<file path="src/hdl/wermon_pkg.sv">
// ---------------------------------------------------------------------------
// wermon_pkg
// Shared types and constants of the windowed event rate monitor.
// ---------------------------------------------------------------------------
`default_nettype none

package wermon_pkg;

    localparam int TABLE_DEPTH_DEF = 64;

    localparam int TIME_W  = 32;
    localparam int KIND_W  = 3;
    localparam int RATE_W  = 17;
    localparam int HELD_W  = 7;

    // Q1.16 value of one
    localparam logic [RATE_W-1:0] RATE_ONE = RATE_W'(65536);

    // command codes
    localparam logic [1:0] CMD_RECORD = 2'd0;
    localparam logic [1:0] CMD_QUERY  = 2'd1;
    localparam logic [1:0] CMD_PRUNE  = 2'd2;
    localparam logic [1:0] CMD_IGNORE = 2'd3;

    // action kinds
    localparam logic [KIND_W-1:0] KIND_SHOT  = 3'd0;
    localparam logic [KIND_W-1:0] KIND_MELEE = 3'd1;
    localparam logic [KIND_W-1:0] KIND_DASH  = 3'd2;
    localparam logic [KIND_W-1:0] KIND_HEAL  = 3'd3;

    typedef struct packed {
        logic [1:0]        cmd;
        logic [TIME_W-1:0] time_now;
        logic [KIND_W-1:0] action_kind;
    } t_in_item;

    typedef struct packed {
        logic [RATE_W-1:0] aggressive_rate;
        logic [RATE_W-1:0] mobility_rate;
        logic [RATE_W-1:0] caution_rate;
        logic [HELD_W-1:0] entries_held;
    } t_out_item;

    typedef struct packed {
        logic [TIME_W-1:0] stamp;
        logic [KIND_W-1:0] kind;
    } t_entry;

    typedef enum logic [2:0] {
        S_IDLE,
        S_REC_RD,
        S_REC_MV,
        S_REC_WR,
        S_SCAN,
        S_DIV_ISSUE,
        S_DIV_WAIT,
        S_DONE
    } t_state;

endpackage

`default_nettype wire

</file>
<file path="src/hdl/windowed_event_rate_monitor_top.sv">
// ---------------------------------------------------------------------------
// windowed_event_rate_monitor_top
// Table of timestamped events with windowed per-class rate queries.
// ---------------------------------------------------------------------------
// Usage:
//   An item (record, query, prune or ignored command) is taken at a clock
//   edge where start is high and busy is low. Every item gives exactly one
//   result, shown on o_result for one cycle with o_strobe high; the
//   receiver cannot hold it off. busy stays high from the accepting edge
//   until the strobe cycle. The window register is to be written with
//   i_cfg_we / i_cfg_wdata only while idle; the block does not enforce it.
// Work per item (N = events held):
//   record       one table write; when full, last entry moves to front
//   prune        scan of N entries (one table read per cycle) with compaction
//   query        scan of N entries, then three divisions in the shared
//                rate divider (one quotient bit per cycle); a zero window
//                skips scan and division
//   ignored cmd  no table or divider work
// Throughput: one item at a time; the next item can be taken in the strobe
//   cycle. The single table read port and the single divider set these.
// Reset empties the table and clears the window to zero; the table
// contents are left as they are and never read above the fill count.
// ---------------------------------------------------------------------------
`default_nettype none

module windowed_event_rate_monitor_top #(
    parameter int TABLE_DEPTH = wermon_pkg::TABLE_DEPTH_DEF
) (
    input  wire                            i_clk,
    input  wire                            i_rst_n,
    input  wire                            start,
    input  wermon_pkg::t_in_item           i_item,
    output logic                           busy,
    output logic                           o_strobe,
    output wermon_pkg::t_out_item          o_result,
    input  wire                            i_cfg_we,
    input  wire [wermon_pkg::TIME_W-1:0]   i_cfg_wdata
);
    import wermon_pkg::*;

    localparam int AW = $clog2(TABLE_DEPTH);
    localparam int CW = $clog2(TABLE_DEPTH + 1);

    localparam logic [1:0] CLS_AGG = 2'd0;
    localparam logic [1:0] CLS_MOB = 2'd1;
    localparam logic [1:0] CLS_CAU = 2'd2;

    t_state            r_state, n_state;
    logic [TIME_W-1:0] r_window;
    logic [1:0]        r_cmd,    n_cmd;
    logic [TIME_W-1:0] r_now,    n_now;
    logic [KIND_W-1:0] r_kind,   n_kind;
    logic [CW-1:0]     r_count,  n_count;
    logic [CW-1:0]     r_idx,    n_idx;
    logic [CW-1:0]     r_keep,   n_keep;
    logic              r_vld,    n_vld;
    logic [CW-1:0]     r_na,     n_na;
    logic [CW-1:0]     r_nm,     n_nm;
    logic [CW-1:0]     r_nc,     n_nc;
    logic [1:0]        r_cls,    n_cls;
    logic [RATE_W-1:0] r_ra,     n_ra;
    logic [RATE_W-1:0] r_rm,     n_rm;
    logic [RATE_W-1:0] r_rc,     n_rc;
    logic              r_strobe, n_strobe;
    t_out_item         r_result, n_result;

    // table port
    logic              w_we, w_re;
    logic [AW-1:0]     w_waddr, w_raddr;
    t_entry            w_wdata, w_rdata;

    // divider port
    logic              w_div_start, w_div_done;
    logic [CW-1:0]     w_div_count;
    logic [RATE_W-1:0] w_div_rate;

    logic              w_accept;
    logic              w_full;
    logic              w_scan_end;
    logic [TIME_W:0]   w_age;
    logic              w_inside;

    assign w_accept   = start && (r_state == S_IDLE);
    assign w_full     = (r_count == CW'(TABLE_DEPTH));
    assign w_scan_end = (r_idx == r_count) && !r_vld;

    // a timestamp later than now (borrow) counts as inside
    assign w_age    = {1'b0, r_now} - {1'b0, w_rdata.stamp};
    assign w_inside = w_age[TIME_W] || (w_age[TIME_W-1:0] <= r_window);

    wermon_table #(
        .DEPTH  (TABLE_DEPTH),
        .ADDR_W (AW)
    ) u_table (
        .i_clk   (i_clk),
        .i_we    (w_we),
        .i_waddr (w_waddr),
        .i_wdata (w_wdata),
        .i_re    (w_re),
        .i_raddr (w_raddr),
        .o_rdata (w_rdata)
    );

    wermon_div #(
        .CNT_W (CW)
    ) u_div (
        .i_clk    (i_clk),
        .i_rst_n  (i_rst_n),
        .i_start  (w_div_start),
        .i_count  (w_div_count),
        .i_window (r_window),
        .o_done   (w_div_done),
        .o_rate   (w_div_rate)
    );

    // next state
    always_comb begin
        n_state = r_state;
        unique case (r_state)
            S_IDLE: begin
                if (start) begin
                    case (i_item.cmd)
                        CMD_RECORD: n_state = w_full ? S_REC_RD : S_REC_WR;
                        CMD_QUERY:  n_state = (r_window == '0) ? S_DONE : S_SCAN;
                        CMD_PRUNE:  n_state = S_SCAN;
                        default:    n_state = S_DONE;
                    endcase
                end
            end
            S_REC_RD:    n_state = S_REC_MV;
            S_REC_MV:    n_state = S_REC_WR;
            S_REC_WR:    n_state = S_DONE;
            S_SCAN: begin
                if (w_scan_end) begin
                    n_state = (r_cmd == CMD_QUERY) ? S_DIV_ISSUE : S_DONE;
                end
            end
            S_DIV_ISSUE: n_state = S_DIV_WAIT;
            S_DIV_WAIT: begin
                if (w_div_done) begin
                    n_state = (r_cls == CLS_CAU) ? S_DONE : S_DIV_ISSUE;
                end
            end
            S_DONE:      n_state = S_IDLE;
            default:     n_state = S_IDLE;
        endcase
    end

    // datapath and table / divider control
    always_comb begin
        n_cmd    = r_cmd;
        n_now    = r_now;
        n_kind   = r_kind;
        n_count  = r_count;
        n_idx    = r_idx;
        n_keep   = r_keep;
        n_vld    = 1'b0;
        n_na     = r_na;
        n_nm     = r_nm;
        n_nc     = r_nc;
        n_cls    = r_cls;
        n_ra     = r_ra;
        n_rm     = r_rm;
        n_rc     = r_rc;
        n_strobe = 1'b0;
        n_result = r_result;

        w_we        = 1'b0;
        w_waddr     = '0;
        w_wdata     = w_rdata;
        w_re        = 1'b0;
        w_raddr     = r_idx[AW-1:0];
        w_div_start = 1'b0;

        case (r_cls)
            CLS_AGG: w_div_count = r_na;
            CLS_MOB: w_div_count = r_nm;
            default: w_div_count = r_nc;
        endcase

        unique case (r_state)
            S_IDLE: begin
                if (w_accept) begin
                    n_cmd  = i_item.cmd;
                    n_now  = i_item.time_now;
                    n_kind = i_item.action_kind;
                    n_idx  = '0;
                    n_keep = '0;
                    n_na   = '0;
                    n_nm   = '0;
                    n_nc   = '0;
                    n_cls  = CLS_AGG;
                    n_ra   = '0;
                    n_rm   = '0;
                    n_rc   = '0;
                end
            end
            S_REC_RD: begin
                w_re    = 1'b1;
                w_raddr = AW'(TABLE_DEPTH - 1);
            end
            S_REC_MV: begin
                // full table: last entry moves to the front
                w_we    = 1'b1;
                w_waddr = '0;
                w_wdata = w_rdata;
            end
            S_REC_WR: begin
                w_we          = 1'b1;
                w_waddr       = w_full ? AW'(TABLE_DEPTH - 1) : r_count[AW-1:0];
                w_wdata.stamp = r_now;
                w_wdata.kind  = r_kind;
                if (!w_full) begin
                    n_count = CW'(r_count + 1'b1);
                end
            end
            S_SCAN: begin
                if (r_idx != r_count) begin
                    w_re  = 1'b1;
                    n_idx = CW'(r_idx + 1'b1);
                    n_vld = 1'b1;
                end
                if (r_vld && w_inside) begin
                    if (r_cmd == CMD_QUERY) begin
                        case (w_rdata.kind)
                            KIND_SHOT, KIND_MELEE: n_na = CW'(r_na + 1'b1);
                            KIND_DASH:             n_nm = CW'(r_nm + 1'b1);
                            KIND_HEAL:             n_nc = CW'(r_nc + 1'b1);
                            default:               ;
                        endcase
                    end else begin
                        // compaction: write slot never passes the read slot
                        w_we    = 1'b1;
                        w_waddr = r_keep[AW-1:0];
                        w_wdata = w_rdata;
                        n_keep  = CW'(r_keep + 1'b1);
                    end
                end
                if (w_scan_end && (r_cmd == CMD_PRUNE)) begin
                    n_count = r_keep;
                end
            end
            S_DIV_ISSUE: begin
                w_div_start = 1'b1;
            end
            S_DIV_WAIT: begin
                if (w_div_done) begin
                    case (r_cls)
                        CLS_AGG: n_ra = w_div_rate;
                        CLS_MOB: n_rm = w_div_rate;
                        default: n_rc = w_div_rate;
                    endcase
                    n_cls = 2'(r_cls + 1'b1);
                end
            end
            S_DONE: begin
                n_strobe                 = 1'b1;
                n_result.aggressive_rate = r_ra;
                n_result.mobility_rate   = r_rm;
                n_result.caution_rate    = r_rc;
                n_result.entries_held    = HELD_W'(r_count);
            end
            default: ;
        endcase
    end

    always_ff @(posedge i_clk) begin
        if (!i_rst_n) begin
            r_state  <= S_IDLE;
            r_window <= '0;
            r_count  <= '0;
            r_vld    <= 1'b0;
            r_strobe <= 1'b0;
        end else begin
            r_state  <= n_state;
            if (i_cfg_we) begin
                r_window <= i_cfg_wdata;
            end
            r_count  <= n_count;
            r_vld    <= n_vld;
            r_strobe <= n_strobe;
        end
        r_cmd    <= n_cmd;
        r_now    <= n_now;
        r_kind   <= n_kind;
        r_idx    <= n_idx;
        r_keep   <= n_keep;
        r_na     <= n_na;
        r_nm     <= n_nm;
        r_nc     <= n_nc;
        r_cls    <= n_cls;
        r_ra     <= n_ra;
        r_rm     <= n_rm;
        r_rc     <= n_rc;
        r_result <= n_result;
    end

    assign busy     = (r_state != S_IDLE);
    assign o_strobe = r_strobe;
    assign o_result = r_result;

endmodule

`default_nettype wire

</file>
<file path="src/hdl/wermon_table.sv">
// ---------------------------------------------------------------------------
// wermon_table
// Event table: one write port, one read port with registered read data.
// ---------------------------------------------------------------------------
`default_nettype none

module wermon_table #(
    parameter int DEPTH  = wermon_pkg::TABLE_DEPTH_DEF,
    parameter int ADDR_W = $clog2(DEPTH)
) (
    input  wire                    i_clk,
    input  wire                    i_we,
    input  wire [ADDR_W-1:0]       i_waddr,
    input  wermon_pkg::t_entry     i_wdata,
    input  wire                    i_re,
    input  wire [ADDR_W-1:0]       i_raddr,
    output wermon_pkg::t_entry     o_rdata
);
    import wermon_pkg::*;

    t_entry r_mem [DEPTH];
    t_entry r_rdata;

    always_ff @(posedge i_clk) begin
        if (i_we) begin
            r_mem[i_waddr] <= i_wdata;
        end
        if (i_re) begin
            r_rdata <= r_mem[i_raddr];
        end
    end

    assign o_rdata = r_rdata;

endmodule

`default_nettype wire

</file>
<file path="src/hdl/wermon_div.sv">
// ---------------------------------------------------------------------------
// wermon_div
// Rate divider: count * 2^24 / window, one quotient bit per cycle,
// saturated to one when count * 256 >= window.
// ---------------------------------------------------------------------------
`default_nettype none

module wermon_div #(
    parameter int CNT_W = 7
) (
    input  wire                            i_clk,
    input  wire                            i_rst_n,
    input  wire                            i_start,
    input  wire [CNT_W-1:0]                i_count,
    input  wire [wermon_pkg::TIME_W-1:0]   i_window,
    output logic                           o_done,
    output logic [wermon_pkg::RATE_W-1:0]  o_rate
);
    import wermon_pkg::*;

    localparam int STEPS  = 16;
    localparam int STEP_W = $clog2(STEPS);

    logic                r_run,  n_run;
    logic                r_done, n_done;
    logic [TIME_W-1:0]   r_rem,  n_rem;
    logic [STEPS-1:0]    r_q,    n_q;
    logic [STEP_W-1:0]   r_step, n_step;
    logic [RATE_W-1:0]   r_rate, n_rate;

    logic [TIME_W-1:0]   w_scaled;
    logic [TIME_W:0]     w_shift;
    logic [TIME_W:0]     w_diff;
    logic                w_ge;

    always_comb begin
        // quotient below 2^16 once count * 256 < window, so the remainder
        // starts at count * 256 and sixteen zero bits are shifted in
        w_scaled = TIME_W'({i_count, 8'b0});
        w_shift  = {r_rem, 1'b0};
        w_diff   = w_shift - {1'b0, i_window};
        w_ge     = (w_shift >= {1'b0, i_window});

        n_run  = r_run;
        n_done = 1'b0;
        n_rem  = r_rem;
        n_q    = r_q;
        n_step = r_step;
        n_rate = r_rate;

        if (i_start) begin
            if (w_scaled >= i_window) begin
                n_done = 1'b1;
                n_rate = RATE_ONE;
                n_run  = 1'b0;
            end else begin
                n_rem  = w_scaled;
                n_q    = '0;
                n_step = '0;
                n_run  = 1'b1;
            end
        end else if (r_run) begin
            n_rem  = w_ge ? w_diff[TIME_W-1:0] : w_shift[TIME_W-1:0];
            n_q    = {r_q[STEPS-2:0], w_ge};
            n_step = STEP_W'(r_step + 1'b1);
            if (r_step == STEP_W'(STEPS - 1)) begin
                n_run  = 1'b0;
                n_done = 1'b1;
                n_rate = RATE_W'({r_q[STEPS-2:0], w_ge});
            end
        end
    end

    always_ff @(posedge i_clk) begin
        if (!i_rst_n) begin
            r_run  <= 1'b0;
            r_done <= 1'b0;
        end else begin
            r_run  <= n_run;
            r_done <= n_done;
        end
        r_rem  <= n_rem;
        r_q    <= n_q;
        r_step <= n_step;
        r_rate <= n_rate;
    end

    assign o_done = r_done;
    assign o_rate = r_rate;

endmodule

`default_nettype wire

</file>
<file path="config.mk">
export PLATFORM = sky130hd
export DESIGN_NAME = windowed_event_rate_monitor_top
export DESIGN_NICKNAME = d
export VERILOG_FILES = /design/src/hdl/wermon_pkg.sv /design/src/hdl/windowed_event_rate_monitor_top.sv /design/src/hdl/wermon_table.sv /design/src/hdl/wermon_div.sv
export SDC_FILE = /design/constraint.sdc
export NUM_CORES = 2
export LEC_CHECK = 0
export BUFFER_PORTS_ARGS = -buffer_cell sky130_fd_sc_hd__buf_4
export CAP_MARGIN = 15
export CORE_MARGIN = 1
export CORE_UTILIZATION = 62
export DETAILED_ROUTE_END_ITERATION = 7
export GPL_ROUTABILITY_DRIVEN = 0
export MAX_ROUTING_LAYER = met4
export PLACE_DENSITY = 0.87
export SETUP_SLACK_MARGIN = 0.2
export SYNTH_ARGS = -nofsm -noshare
export SYNTH_HDL_FRONTEND = slang
export SYNTH_HIERARCHICAL = 1
export SYNTH_SLANG_ARGS = --single-unit
</file>
<file path="constraint.sdc">
create_clock -name i_clk -period 22.3 [get_ports i_clk]
set_input_delay 2.23 -clock i_clk [delete_from_list [all_inputs] [get_ports i_clk]]
set_output_delay 2.23 -clock i_clk [all_outputs]
set_load 0.02 [all_outputs]
</file>
==> flow_summary.yaml <==
run_status:
  status: "finished with violations"
  violations: "DRC"
yosys:
  synthDistinctLibCells: 95
  synth-async-reset-ratio_pct: 0
  seq_area_frac_synth_pct: 74.3
  synth_top_flop_cell: "edfxtp_1"
  synth-warning-count: 6
  syn_nets: 5584
  synth_cells: 5395
  muxShareOfSynthArea_pct: 13.4
  synth_top_family_by_area: "multiplexers"
  ys_ff_latch: 2572
  synth-simple-area-share_pct: 4.13
  netlist_area_um2: 103000
  synth_edf_count: 2526
  synth-compound-area-share_pct: 4.10
  synth_fa_ha_area_share_pct: 1.42
  synth-xor-area-share_pct: 0.695
  avgSynthCellArea_um2: 19.2
finish:
  fin_area_um2: 115000
  nNetsFinal: 5808
  post-route-util_pct: 69.6
  final_common_cell: "edfxtp_1"
  n_fill_cell: 9105
  final_cell_mix: "edfxtp_1, mux4_2, buf_4, clkbuf_16, nand2_1"
  instances_no_fill: 8044
  syn2layout_area_growth_pct: 11.3
  layout-drive-gt1-share_pct: 22.5
cts:
  root_buffer: "clkbuf_16"
  cts_buffers: 227
  htreeDepth: 4
  post_cts.repair.setup_buffers: 0
  clk_pin_slew_worst_paths_ps: 70
  cts.sinks: 2572
  insertion_delay_ps: 920
  ctsHoldBuffers: 0
  clock_path_buffers: 3
  tritoncts: "yes"
  ctsResizeCount: 0
worst_setup_path:
  worst-path-buf-inv: 1
  arrival_ps: 9150
  crit_family: "simple AND/OR/NAND/NOR gates"
  worstSetupStartpoint: "u_table/o_rdata[3]"
  cp-start-kind: "flop"
  crit_path_end_kind: "flop"
  crit_chain: "ha_1 -> fa_1 -> and2b_1 -> o2111ai_2 -> a31oi_4 -> a31oi_2 -> o21ai_2 -> a21oi_1 -> o311ai_0 -> ha_1 -> nand3_1 -> nor4_1 -> nand2_1 -> a211oi_1 -> nor4b_1 -> nor3_2 -> o22ai_1 -> nor2b_1 -> nand3_1 -> nor2_4 -> buf_4"
  crit_type: "flop to flop"
  cpMaxStageDelayCell: "nor3_2"
  cpPeakStageDelay_ps: 1020
  critical_path.max_fanout: 19
  cp.required_ps: 22860
  reg2reg_from: "u_table/o_rdata[3]"
power_and_ir_drop:
  p_sw_uw: 5110
  clockPowerShare_pct: 27.4
  sequentialPowerShare_pct: 41.8
  power_leakage_uw: 0.0371
  p_int_uw: 9580
  pwr_density_cell_nw_per_um2: 128
  switching_share_pct: 34.8
  combinationalPowerShare_pct: 30.8
  ir_drop_mv: 0.112
route:
  wl_met2_um: 144000
  wl_met3_um: 47300
  first_pass_iters: 8
  vias: 60300
  dr.first_iter.drc_count: 12000
  vias_per_cell: 7.50
  wl_met1_um: 92800
  routed_wl_um: 312000
  top_layer_used: "met4"
  antenna_left: 0
  wire_per_inst_um: 38.7
  drc: 58
timing:
  min_period_over_period_pct: 38.5
  slew_viol_final: 0
  skew_ps: 58.2
  setup_violations: 0
  fmax_mhz: 116
  finalCriticalPeriod_ps: 8600
  worst_hold_slack_ps: 415
  rsz0062_at_grt: "no"
  relSlewSlack_pct: 8.23
  tns_ps: 0
  hold_viol: 0
  worst_pin_slew_ps: 1370
die:
  boundaryPins: 133
  initial_core_util_pct: 62.6
  fp.dieH_um: 410
  die_area_um2: 168000
  coreArea_um2: 165000
  row_count: 149
  die_x_um: 410
global_route:
  grt_start_max_net_pins: 119
  grt_pass1_wl_um: 423000
  grt_usage_pct: 37.2
  grt_overflow_total: 0
  antenna_found_initial: 28
  grt_pass1_vias: 57800
min_path:
  holdCritPathClass: "flop to flop"
  hold_path.startpoint: "r_ra[15]"
placement:
  io_buffers: 132
  hpwl_um: 165000
  dp.cells: 7560
  placed_area_um2: 107000
run:
  cap_violations: 0
-- metal layers --
layer	up-vias	GRT usage, %
li1	22500	-
met4	0	24.2
met5	-	-
met3	1582	12.3
met1	29600	43.2
met2	6648	55.7
-- synthesized netlist by cell type (11+ instances only) --
master,n,area [um^2]
dfxtp_1,46,921
a31oi_1,13,81.3
nor2b_1,41,257
o22ai_1,91,569
a21o_1,27,203
inv_1,123,462
a22oi_1,65,488
buf_1,21,78.8
or2_2,15,93.8
mux4_2,490,11000
buf_2,58,290
clkbuf_1,142,533
nand3b_1,11,82.6
nor4_1,19,119
nor3_1,33,165
nand4_1,76,475
xnor2_1,51,447
nor2_1,224,841
buf_4,21,158
and2_1,31,194
and3_1,32,200
buf_6,30,338
nand2b_1,22,138
nand3_1,103,515
ha_1,114,1430
o21ai_0,53,265
nand2_1,213,800
o221ai_1,38,333
o211ai_1,14,105
mux2_2,87,980
mux2i_1,188,1880
xor2_1,31,272
edfxtp_1,2526,75900
a211oi_1,32,240
a221o_1,24,240
a21oi_1,110,551
o21a_1,12,90.1
-- cell type report --
type                            instances  area (um^2)  share of cell area (%)
Antenna cell                           33         82.6                  0.0718
Clock buffer                          274         5930                    5.16
Clock inverter                        158         1530                    1.33
Inverter                              124          465                   0.405
Multi-Input combinational cell       2420        25200                    21.9
Sequential cell                      2572        76800                    66.7
Tap cell                             2189         2740                    2.38
Timing Repair Buffer                  274         2340                    2.04
-- stage by stage --
| step | setup slack, ps | power (uW) |
|---|---|---|
| after floorplan | 15040 | 8700 |
| after global placement | 14450 | 10100 |
| after detailed placement | 14260 | 10300 |
| after CTS | 14040 | 14400 |
| after global routing | 13530 | 14800 |
| final | 13700 | 14700 |
-- power groups by stage --
stage          Sequential [uW]  Combinational, uW  Clock, uW
2_1_floorplan             6200               2500          0
3_3_place_gp              6220               3920          0
3_5_place_dp              6240               4080          0
4_1_cts                   6140               4210       4000
5_1_grt                   6150               4500       4180
6_report                  6150               4530       4020
-- cells by family (layout without fill, tap and decap cells) --
| logic type | Yosys count | after routing |
|---|---|---|
| AO/OA/AOI/OAI | 595 | 595 |
| XOR/XNOR | 82 | 82 |
| adder cells (fa/ha/maj) | 116 | 116 |
| buffers and inverters | 403 | 830 |
| flip-flops | 2572 | 2572 |
| multiplexers | 765 | 765 |
| other | 0 | 33 |
| AND/OR/NAND/NOR | 862 | 862 |
-- worst paths after layout --
path,slack (ps),cells after the start,end
worst min-delay path,410,0,o_result[56]
worst max register to register,13700,21,u_table/r_mem[37][27]
worst min register to register,410,0,o_result[56]
worst max-delay path,13700,21,u_table/r_mem[37][27]
-- state kept, by name, indices dropped and copies added, names as in the netlist, 15 cells and up --
name / count
u_table/o_rdata: 35
o_result: 58
u_div/o_rate: 17
u_div/r_q: 15
r_rm: 17
u_div/r_rem: 32
r_now: 32
r_rc: 17
r_window: 32
r_ra: 17
u_table/r_mem: 2240
(Power assumes the default switching activity.)
